File: config.mk
export PLATFORM = sky130hd
export DESIGN_NAME = execution_slot_tracker_core
export DESIGN_NICKNAME = d
export VERILOG_FILES = /design/src/rtl/est_pkg.sv /design/src/rtl/execution_slot_tracker_core.sv /design/src/rtl/est_out_reg.sv
export SDC_FILE = /design/constraint.sdc
export NUM_CORES = 2
export LEC_CHECK = 0
export ABC_AREA = 1
export BUFFER_PORTS_ARGS = -buffer_cell sky130_fd_sc_hd__buf_2
export CAP_MARGIN = 5
export CORE_MARGIN = 10
export CORE_UTILIZATION = 23
export DETAILED_ROUTE_END_ITERATION = 8
export GPL_ROUTABILITY_DRIVEN = 0
export PLACE_DENSITY_LB_ADDON = 0.05
export SLEW_MARGIN = 20
export SYNTH_ARGS = -nofsm -noshare
export SYNTH_HDL_FRONTEND = slang
export SYNTH_SLANG_ARGS = --single-unit
File: constraint.sdc
create_clock -name clk -period 44.8 [get_ports clk]
set_clock_uncertainty 0.05 [all_clocks]
set_input_delay 4.48 -clock clk [delete_from_list [all_inputs] [get_ports clk]]
set_output_delay 4.48 -clock clk [all_outputs]
set_load 0.01 [all_outputs]
File: src/rtl/est_pkg.sv
package est_pkg;
  localparam logic [1:0] REQ_RESERVE  = 2'd0;
  localparam logic [1:0] REQ_SET      = 2'd1;
  localparam logic [1:0] REQ_COMPLETE = 2'd2;
  localparam logic [1:0] REQ_SNAPSHOT = 2'd3;

  localparam logic [1:0] LK_FOUND   = 2'd0;
  localparam logic [1:0] LK_MISSING = 2'd1;
  localparam logic [1:0] LK_EXPIRED = 2'd2;

  localparam logic [1:0] ST_PENDING   = 2'd0;
  localparam logic [1:0] ST_COMPLETED = 2'd1;
  localparam logic [1:0] ST_EXPIRED   = 2'd2;

  localparam int IN_W  = 2 + 32 + 8 + 32 + 8 + 8 + 4 + 16 + 32;  // 142
  localparam int IN_BYTES_W = 144;
  localparam int OUT_W = 1 + 2 + 32 + 2 + 32 + 32 + 3 + 2 + 4 + 16 + 32;  // 158
  localparam int OUT_BYTES_W = 160;

  localparam logic [2:0] REG_RETENTION = 3'd0;
  localparam logic [2:0] REG_NO_HTTP   = 3'd1;

  typedef struct packed {
    logic [31:0] duration;
    logic [15:0] http_code;
    logic [3:0]  done_status;
    logic [7:0]  act_index;
    logic [7:0]  entry_number;
    logic [31:0] exec_id;
    logic [7:0]  actions_wanted;
    logic [31:0] now_time;
    logic [1:0]  req_type;
  } req_t;

  typedef struct packed {
    logic [31:0] entry_duration;
    logic [15:0] entry_http;
    logic [3:0]  entry_status;
    logic [1:0]  entry_action;
    logic [2:0]  entry_total;
    logic [31:0] finished_time;
    logic [31:0] created_time;
    logic [1:0]  exec_state;
    logic [31:0] id_out;
    logic [1:0]  lookup_code;
    logic        ok;
  } res_t;
endpackage

File: src/rtl/execution_slot_tracker_core.sv
// Slot tracker for multi-action executions. Each request word is handled by a
// sequencer that walks the slot table one slot per cycle with a single compare
// unit. A reserve scans for a free slot, then checks id candidates against the
// table and restarts the check when a candidate collides, then fills one entry
// at a time. A found snapshot gives one result word per entry. s_tready is low
// while a request is in progress. Results leave through a one-word output
// register.
module execution_slot_tracker_core #(
  parameter int SLOTS = 8
) (
  input  logic        clk,
  input  logic        rst,
  input  logic        s_tvalid,
  output logic        s_tready,
  // req_type, now_time, actions_wanted, exec_id, entry_number, act_index,
  // done_status, http_code, duration (lowest first)
  input  logic [est_pkg::IN_BYTES_W-1:0] s_tdata,
  output logic        m_tvalid,
  input  logic        m_tready,
  // ok, lookup_code, id_out, exec_state, created_time, finished_time,
  // entry_total, entry_action, entry_status, entry_http, entry_duration
  output logic [est_pkg::OUT_BYTES_W-1:0] m_tdata,
  output logic        m_tlast,
  input  logic        psel,
  input  logic        penable,
  input  logic        pwrite,
  input  logic [2:0]  paddr,
  input  logic [31:0] pwdata,
  output logic [31:0] prdata,
  output logic        pready
);
  import est_pkg::*;
  localparam int SW = (SLOTS > 1) ? $clog2(SLOTS) : 1;
  localparam int EW = SW + 2;

  localparam logic [2:0] S_IDLE  = 3'd0;
  localparam logic [2:0] S_SCAN  = 3'd1;
  localparam logic [2:0] S_IDCHK = 3'd2;
  localparam logic [2:0] S_ACT   = 3'd3;
  localparam logic [2:0] S_FILL  = 3'd4;
  localparam logic [2:0] S_SNAP  = 3'd5;
  localparam logic [2:0] S_OUT   = 3'd6;

  logic [31:0] retention_time, no_http_code;
  logic [31:0] slot_ids [SLOTS];
  logic [31:0] slot_created [SLOTS];
  logic [31:0] slot_finished [SLOTS];
  logic [2:0]  slot_counts [SLOTS];
  logic [7:0]  slot_action_map [SLOTS];
  logic [15:0] slot_statuses [SLOTS];
  logic [15:0] http_mem [SLOTS*4];
  logic [31:0] dur_mem [SLOTS*4];
  logic [15:0] http_rd;
  logic [31:0] dur_rd;
  logic [31:0] last_issued_id;

  logic [2:0]  state;
  req_t        rq;
  logic [SW:0] idx;
  logic        found;
  logic [SW-1:0] hit;
  logic        avail_ok;
  logic [SW-1:0] avail;
  logic [31:0] cand;
  logic [1:0]  ecnt;
  logic [EW-1:0] mem_wa;
  logic        mem_we;
  logic [15:0] mem_wh;
  logic [31:0] mem_wd;
  logic [EW-1:0] mem_ra;

  res_t        res;
  logic        res_last, load, ob_full;

  // shared per-slot compare unit
  logic [SW-1:0] cur;
  logic [2:0]  cur_n;
  logic        cur_done, cur_exp, cur_match;
  logic [31:0] cur_key;
  assign cur = idx[SW-1:0];
  assign cur_n = (slot_counts[cur] > 3'd4) ? 3'd4 : slot_counts[cur];
  always_comb begin
    cur_done = (cur_n != 3'd0);
    for (int e = 0; e < 4; e++)
      if (3'(e) < cur_n && slot_statuses[cur][e*4 +: 4] == 4'd0) cur_done = 1'b0;
  end
  assign cur_exp = cur_done && ((rq.now_time - slot_finished[cur]) >= retention_time);
  assign cur_key = (state == S_IDCHK) ? cand : rq.exec_id;
  assign cur_match = (cur_key != 32'd0) && (slot_ids[cur] == cur_key);

  // found-slot decode, used after the scan
  logic [2:0]  h_n;
  logic        h_done;
  logic [1:0]  h_first;
  logic        h_any;
  logic [7:0]  act8;
  assign h_n = (slot_counts[hit] > 3'd4) ? 3'd4 : slot_counts[hit];
  assign act8 = rq.act_index;
  always_comb begin
    h_done = (h_n != 3'd0);
    h_any = 1'b0;
    h_first = 2'd0;
    for (int e = 3; e >= 0; e--) begin
      if (3'(e) < h_n && slot_statuses[hit][e*4 +: 4] == 4'd0) h_done = 1'b0;
      if (3'(e) < h_n && {6'd0, slot_action_map[hit][e*2 +: 2]} == act8) begin
        h_any = 1'b1;
        h_first = 2'(e);
      end
    end
  end
  logic [15:0] new_stat;
  logic        new_done;
  always_comb begin
    new_stat = slot_statuses[hit];
    new_stat[h_first*4 +: 4] = rq.done_status;
    new_done = 1'b1;
    for (int e = 0; e < 4; e++)
      if (3'(e) < h_n && new_stat[e*4 +: 4] == 4'd0) new_done = 1'b0;
  end

  assign pready = 1'b1;
  always_comb begin
    case (paddr[2])
      1'b0:    prdata = retention_time;
      default: prdata = no_http_code;
    endcase
  end

  assign s_tready = (state == S_IDLE);
  // entry 0 is fetched while the action cycle decides on the snapshot
  assign mem_ra = (state == S_ACT) ? {hit, 2'd0} : {hit, ecnt};

  always_ff @(posedge clk) begin
    if (mem_we) begin
      http_mem[mem_wa] <= mem_wh;
      dur_mem[mem_wa] <= mem_wd;
    end
    http_rd <= http_mem[mem_ra];
    dur_rd <= dur_mem[mem_ra];
  end

  always_ff @(posedge clk) begin
    load <= 1'b0;
    mem_we <= 1'b0;
    if (rst) begin
      state <= S_IDLE;
      retention_time <= 32'd60000;
      no_http_code <= 32'd0;
      last_issued_id <= 32'd0;
      for (int s = 0; s < SLOTS; s++) begin
        slot_ids[s] <= '0; slot_created[s] <= '0; slot_finished[s] <= '0;
        slot_counts[s] <= '0; slot_action_map[s] <= '0; slot_statuses[s] <= '0;
      end
    end else begin
      if (psel && penable && pwrite) begin
        if (paddr == {REG_RETENTION[0], 2'b00}) retention_time <= pwdata;
        else if (paddr == {REG_NO_HTTP[0], 2'b00}) no_http_code <= {16'd0, pwdata[15:0]};
      end
      case (state)
        S_IDLE: if (s_tvalid) begin
          rq <= req_t'(s_tdata[IN_W-1:0]);
          idx <= '0; found <= 1'b0; avail_ok <= 1'b0; hit <= '0; avail <= '0;
          state <= S_SCAN;
        end
        S_SCAN: begin
          if (rq.req_type == REQ_RESERVE) begin
            if (rq.actions_wanted == 8'd0 || rq.actions_wanted > 8'd4) begin
              res <= '0; res_last <= 1'b1; load <= 1'b1; state <= S_OUT;
            end else begin
              if (slot_ids[cur] != 32'd0 && cur_exp) begin
                slot_ids[cur] <= '0; slot_created[cur] <= '0; slot_finished[cur] <= '0;
                slot_counts[cur] <= '0; slot_action_map[cur] <= '0;
                slot_statuses[cur] <= '0;
              end
              if (!avail_ok && (slot_ids[cur] == 32'd0 || cur_exp)) begin
                avail_ok <= 1'b1; avail <= cur;
              end
              if (idx == (SW+1)'(SLOTS-1)) begin
                if (!avail_ok && !(slot_ids[cur] == 32'd0 || cur_exp)) begin
                  res <= '0; res_last <= 1'b1; load <= 1'b1; state <= S_OUT;
                end else begin
                  cand <= (last_issued_id == 32'hffffffff) ? 32'd1 : last_issued_id + 32'd1;
                  idx <= '0; state <= S_IDCHK;
                end
              end else idx <= idx + 1'b1;
            end
          end else begin
            if (!found && cur_match) begin found <= 1'b1; hit <= cur; end
            if (idx == (SW+1)'(SLOTS-1)) state <= S_ACT;
            else idx <= idx + 1'b1;
          end
        end
        S_IDCHK: begin
          if (cur_match) begin
            cand <= (cand == 32'hffffffff) ? 32'd1 : cand + 32'd1;
            idx <= '0;
          end else if (idx == (SW+1)'(SLOTS-1)) begin
            last_issued_id <= cand;
            slot_ids[avail] <= cand; slot_created[avail] <= rq.now_time;
            slot_finished[avail] <= '0; slot_counts[avail] <= rq.actions_wanted[2:0];
            slot_action_map[avail] <= '0; slot_statuses[avail] <= '0;
            hit <= avail; ecnt <= '0; state <= S_FILL;
          end else idx <= idx + 1'b1;
        end
        S_FILL: begin
          mem_we <= 1'b1; mem_wa <= {hit, ecnt}; mem_wh <= no_http_code[15:0];
          mem_wd <= '0;
          if ({1'b0, ecnt} + 3'd1 == rq.actions_wanted[2:0]) begin
            res <= '0; res.ok <= 1'b1; res.id_out <= cand; res_last <= 1'b1;
            load <= 1'b1; state <= S_OUT;
          end else ecnt <= ecnt + 2'd1;
        end
        S_ACT: begin
          res <= '0; res_last <= 1'b1;
          case (rq.req_type)
            REQ_SET: begin
              if (found && {5'd0, h_n} > rq.entry_number && rq.act_index < 8'd4) begin
                slot_action_map[hit][rq.entry_number[1:0]*2 +: 2] <= rq.act_index[1:0];
                slot_statuses[hit][rq.entry_number[1:0]*4 +: 4] <= 4'd0;
                res.ok <= 1'b1;
              end
              load <= 1'b1; state <= S_OUT;
            end
            REQ_COMPLETE: begin
              if (found && rq.done_status != 4'd0 && h_any &&
                  slot_statuses[hit][h_first*4 +: 4] == 4'd0) begin
                slot_statuses[hit] <= new_stat;
                mem_we <= 1'b1; mem_wa <= {hit, h_first};
                mem_wh <= rq.http_code; mem_wd <= rq.duration;
                if (new_done) slot_finished[hit] <= rq.now_time;
                res.ok <= 1'b1;
              end
              load <= 1'b1; state <= S_OUT;
            end
            default: begin
              if (!found) begin
                res.lookup_code <= LK_MISSING; load <= 1'b1; state <= S_OUT;
              end else if (h_done &&
                           (rq.now_time - slot_finished[hit]) >= retention_time) begin
                slot_ids[hit] <= '0; slot_created[hit] <= '0; slot_finished[hit] <= '0;
                slot_counts[hit] <= '0; slot_action_map[hit] <= '0;
                slot_statuses[hit] <= '0;
                res.lookup_code <= LK_EXPIRED; res.exec_state <= ST_EXPIRED;
                res.id_out <= rq.exec_id; load <= 1'b1; state <= S_OUT;
              end else begin
                ecnt <= '0; state <= S_SNAP;
              end
            end
          endcase
        end
        S_SNAP: if (!ob_full && !load) begin
          // memory read for ecnt was issued last cycle
          res.ok <= 1'b1; res.lookup_code <= LK_FOUND; res.id_out <= rq.exec_id;
          res.exec_state <= h_done ? ST_COMPLETED : ST_PENDING;
          res.created_time <= slot_created[hit];
          res.finished_time <= slot_finished[hit];
          res.entry_total <= slot_counts[hit];
          res.entry_action <= slot_action_map[hit][ecnt*2 +: 2];
          res.entry_status <= slot_statuses[hit][ecnt*4 +: 4];
          res.entry_http <= http_rd; res.entry_duration <= dur_rd;
          res_last <= ({1'b0, ecnt} + 3'd1 >= h_n);
          load <= 1'b1;
          if ({1'b0, ecnt} + 3'd1 >= h_n) state <= S_OUT;
          else ecnt <= ecnt + 2'd1;
        end
        S_OUT: if (!ob_full && !load) state <= S_IDLE;
        default: state <= S_IDLE;
      endcase
    end
  end

  est_out_reg u_out (
    .clk(clk), .rst(rst), .load(load), .res(res), .res_last(res_last),
    .full(ob_full), .tvalid(m_tvalid), .tready(m_tready), .tdata(m_tdata),
    .tlast(m_tlast)
  );
endmodule

File: src/rtl/est_out_reg.sv
module est_out_reg (
  input  logic                          clk,
  input  logic                          rst,
  input  logic                          load,
  input  est_pkg::res_t                 res,
  input  logic                          res_last,
  output logic                          full,
  output logic                          tvalid,
  input  logic                          tready,
  output logic [est_pkg::OUT_BYTES_W-1:0] tdata,
  output logic                          tlast
);
  import est_pkg::*;
  res_t held;
  logic held_last;

  always_ff @(posedge clk) begin
    if (rst) begin
      full <= 1'b0;
    end else if (load) begin
      full <= 1'b1;
    end else if (tready) begin
      full <= 1'b0;
    end
    if (load) begin
      held <= res;
      held_last <= res_last;
    end
  end

  assign tvalid = full;
  assign tdata  = {{(OUT_BYTES_W-OUT_W){1'b0}}, held};
  assign tlast  = held_last;
endmodule

==> impl_summary.txt <==
----------------------------------------------------
[STA]
  Headroom to the max-slew limit ... 0.2179
  Setup tns final ... 0 ns
  Timing-limited maximum frequency ... 69.93 MHz
  Period minus WS final ... 14.30 ns
  Count of pins over their slew limit ... 0
  Slew at the pin closest to its max-slew limit ... 1.161 ns
  RSZ-0062 raised after global routing ... no
  Fraction of the cycle the final worst path needs ... 0.3192
  Final setup viols ... 0
  Worst Hold Slack ... 0.3646 ns
  Count of endpoints failing hold in the final timing report ... 0
  Min setup slack post-route ... 30.50 ns

[CTS]
  Post-cts hold buffer count ... 0
  CTS Root Buffer Type ... sky130_fd_sc_hd__clkbuf_16
  Clock Latency Late Sink ... 1.03 ns
  Count of clock tree sinks ... 3,217
  Clock transition at path regs ... 0.06 ns
  Maximum count of clock buffers along a single path ... 4
  Number of levels the H-tree was split into ... 5
  Buffers inserted by post-CTS timing repair ... 0
  Number of buffers added by the clock tree synthesis step ... 403
  TritonCTS clock tree ... yes
  Number of gates given a new drive strength after cts ... 0

[Synthesis]
  Number of different library cells in the post-synthesis netlist ... 60
  Share of the synthesized area in the top cell type ... 0.6612
  Netlist area before placement ... 0.1397 mm2
  Post-synthesis async set-or-reset flop share ... 0
  Largest cells by area after synthesis ... sky130_fd_sc_hd__edfxtp_1, sky130_fd_sc_hd__nor2_1, sky130_fd_sc_hd__o21ai_0, sky130_fd_sc_hd__nand2_1, sky130_fd_sc_hd__nor3_1
  Most common library cells after synthesis ... sky130_fd_sc_hd__edfxtp_1, sky130_fd_sc_hd__nor2_1, sky130_fd_sc_hd__nand2_1, sky130_fd_sc_hd__o21ai_0, sky130_fd_sc_hd__nor3_1
  Register area share after synthesis ... 0.6812
  Number of register bits inferred by synthesis ... 3,217
  Post-synthesis average cell area ... 11.37 um2
  Library cell with the highest instance count after synthesis ... sky130_fd_sc_hd__edfxtp_1
  Gate count of the mapped netlist ... 12.29k
  Ys Warns ... 0
  Post-synth EDFFs ... 3,077
  Flip-flop cell with the highest count after synthesis ... sky130_fd_sc_hd__edfxtp_1
  Biggest area consumer among synthesized cells ... sky130_fd_sc_hd__edfxtp_1

[Routing]
  Routed wire length per instance ... 26.99 um
  Vias ... 98.77k
  Via-to-Cell Ratio ... 4.725
  Final antenna-violating net count ... 0
  First DRT Iteration DRCs ... 7,153
  Detailed-routing iteration count for the pre-antenna-repair pass ... 5
  Detailed-route DRC error count ... 0
  Routed wire length ... 564,100 um

[Final layout]
  Cell area after layout ... 0.1642 mm2
  Number of nets at the end of the flow ... 12.83k
  Post-synthesis to final-layout area growth ... 17.47%
  Proportion of layout cells with a drive suffix above 1 ... 0.1053
  Filler cells ... 62.99k

[Power and ir drop]
  Worst supply voltage drop on vdd ... 0.04153 mV
  Total net switching power ... 3.390 mW
  Portion of total power attributed to the clock network ... 0.341
  PD cells ... 57.51 mW/mm2
  Switching Share ... 0.3591
  Total internal power ... 6.050 mW
  Share of total power in combinational logic ... 0.283
  Leakage power figure ... 54.88 nW
  Overall power consumption ... 9.441 mW
  Power share of the sequential group ... 0.376

[Critical path]
  Data arrival at the endpoint of the critical path ... 14.85 ns
  Worst path slowest cell ... sky130_fd_sc_hd__buf_4
  Sort of element at the end of the critical path ... flip-flop
  Worst path required time ... 45.35 ns
  CP max stage delay ... 0.91 ns
  Critical Path Start Type ... flip-flop
  Most common cell type on the critical path ... sky130_fd_sc_hd__o21ai_0
  Internal reg-to-reg setup slack ... 30.50 ns
  Worst Setup Path Type ... flip-flop to flip-flop
  Maximum fanout along the worst path ... 130

[Job]
  Maximum Capacitance Violations ... 0

[Global routing]
  Overflow after GRT ... 0
  Wire length of the first global-routing pass ... 784,500 um
  Via count of the first global-routing pass ... 99.11k
  Largest net degree at the start of global routing ... 141
  Aggregate global-route resource usage ... 0.1698
  Number of antenna violations at the first check in global routing ... 45

[Place]
  Worst slack at placement ... 30.23 ns
  # port buffers ... 376
  Placed cell areas ... 0.1509 mm2
  DPL Wire Length ... 333,000 um

[Floorplan]
  Area of the die ... 0.6392 mm2
  # IOs ... 382
  Core region area ... 0.6062 mm2
  Die height ... 799.5 um
  X dimension of the die ... 799.5 um
  Initial standard-cell utilization of the core ... 0.2305
  Cell row count ... 286

[Min path]
  Type of the tightest min-delay check ... flip-flop to flip-flop

[Status]
  Result of the run ... finished clean

----------------------------------------------------
-- state kept, by name (all words and copies together), names as in the netlist, 128 cells and up, named ones only --
register,count
slot_finished,256
rq,134
res,157
slot_ids,256
slot_statuses,128
dur_mem,1024
slot_created,256
http_mem,512
u_out.tdata,157
-- cell type report --
cell class	instances	area (um2)	area share
multi-input cells	7646	39470	0.2404
clock inverters	219	2031	0.01237
inverters	574	2218	0.01351
well taps	8064	10090	0.06146
repair buffers	646	4217	0.02568
flip-flops and latches	3217	95230	0.5801
diodes	14	35.03	0.0002134
clock buffers	523	10880	0.06628
-- cell families (layout without fill, tap and decap cells) --
group,count (synthesis),in the layout,synth area share
other cells,2,17,0.00005374
compound gates,2750,2750,0.1185
simple gates,4623,4623,0.1385
xor+xnor,110,110,0.006894
buf+inv,1427,1962,0.04047
mux,5,5,0.0003581
fa+ha+maj,155,155,0.01398
flops,3217,3217,0.6812
-- layout by cell type (no fill, tap or decap), types with 153 or more instances in the layout --
cell type,instances
sky130_fd_sc_hd__buf_2,375
sky130_fd_sc_hd__nor3_1,749
sky130_fd_sc_hd__edfxtp_1,3077
sky130_fd_sc_hd__o22ai_1,204
sky130_fd_sc_hd__nand2_1,1301
sky130_fd_sc_hd__nor2_1,1952
sky130_fd_sc_hd__a21oi_1,428
sky130_fd_sc_hd__ha_1,153
sky130_fd_sc_hd__o21ai_0,1208
sky130_fd_sc_hd__inv_1,552
sky130_fd_sc_hd__clkbuf_16,408
sky130_fd_sc_hd__nand3_1,405
sky130_fd_sc_hd__buf_4,243
sky130_fd_sc_hd__o211ai_1,243
-- critical path: cells and delay by family (launching register included) --
kind	cells	cell delay (ns)
and+or+nand+nor	13	3.68
xor gates and xnor gates	1	0.10
AOI/OAI and AO/OA	14	3.80
buffers and inverters	8	4.51
DFF	1	0.68
adders and majority gates	2	0.80
-- power by group through the flow --
stage | combinational [mW] | sequential, mW | clock, mW
floorplan | 1.69 | 3.55 | 0
global placement | 2.71 | 3.62 | 0
detailed placement | 2.71 | 3.62 | 0
CTS | 2.72 | 3.56 | 3.34
global route | 2.97 | 3.56 | 3.44
finish | 2.67 | 3.55 | 3.22
-- final timing paths --
path              depth (start not counted)               to      start
hold / removal                            0  u_out.tdata[14]    res[14]
setup / recovery                         38  slot_ids[3][18]  flip-flop
hold reg to reg                           0  u_out.tdata[14]    res[14]
setup reg to reg                         38  slot_ids[3][18]  flip-flop
-- per-layer routing --
layer	part of all wire	GRT usage	wire, um
met1	0.44	0.2231	249300
met2	0.49	0.2986	278000
met3	0.037	0.01725	21130
met4	0.028	0.04267	15710
met5	0.000023	0	13
-- stage by stage --
stage               instances  utilization
floorplan               12290            -
global placement        20130       0.2489
global route            20890       0.2708
CTS                     20870       0.2703
detailed placement      20130       0.2490
finish                  20900       0.2708
(Power assumes the default switching activity.)
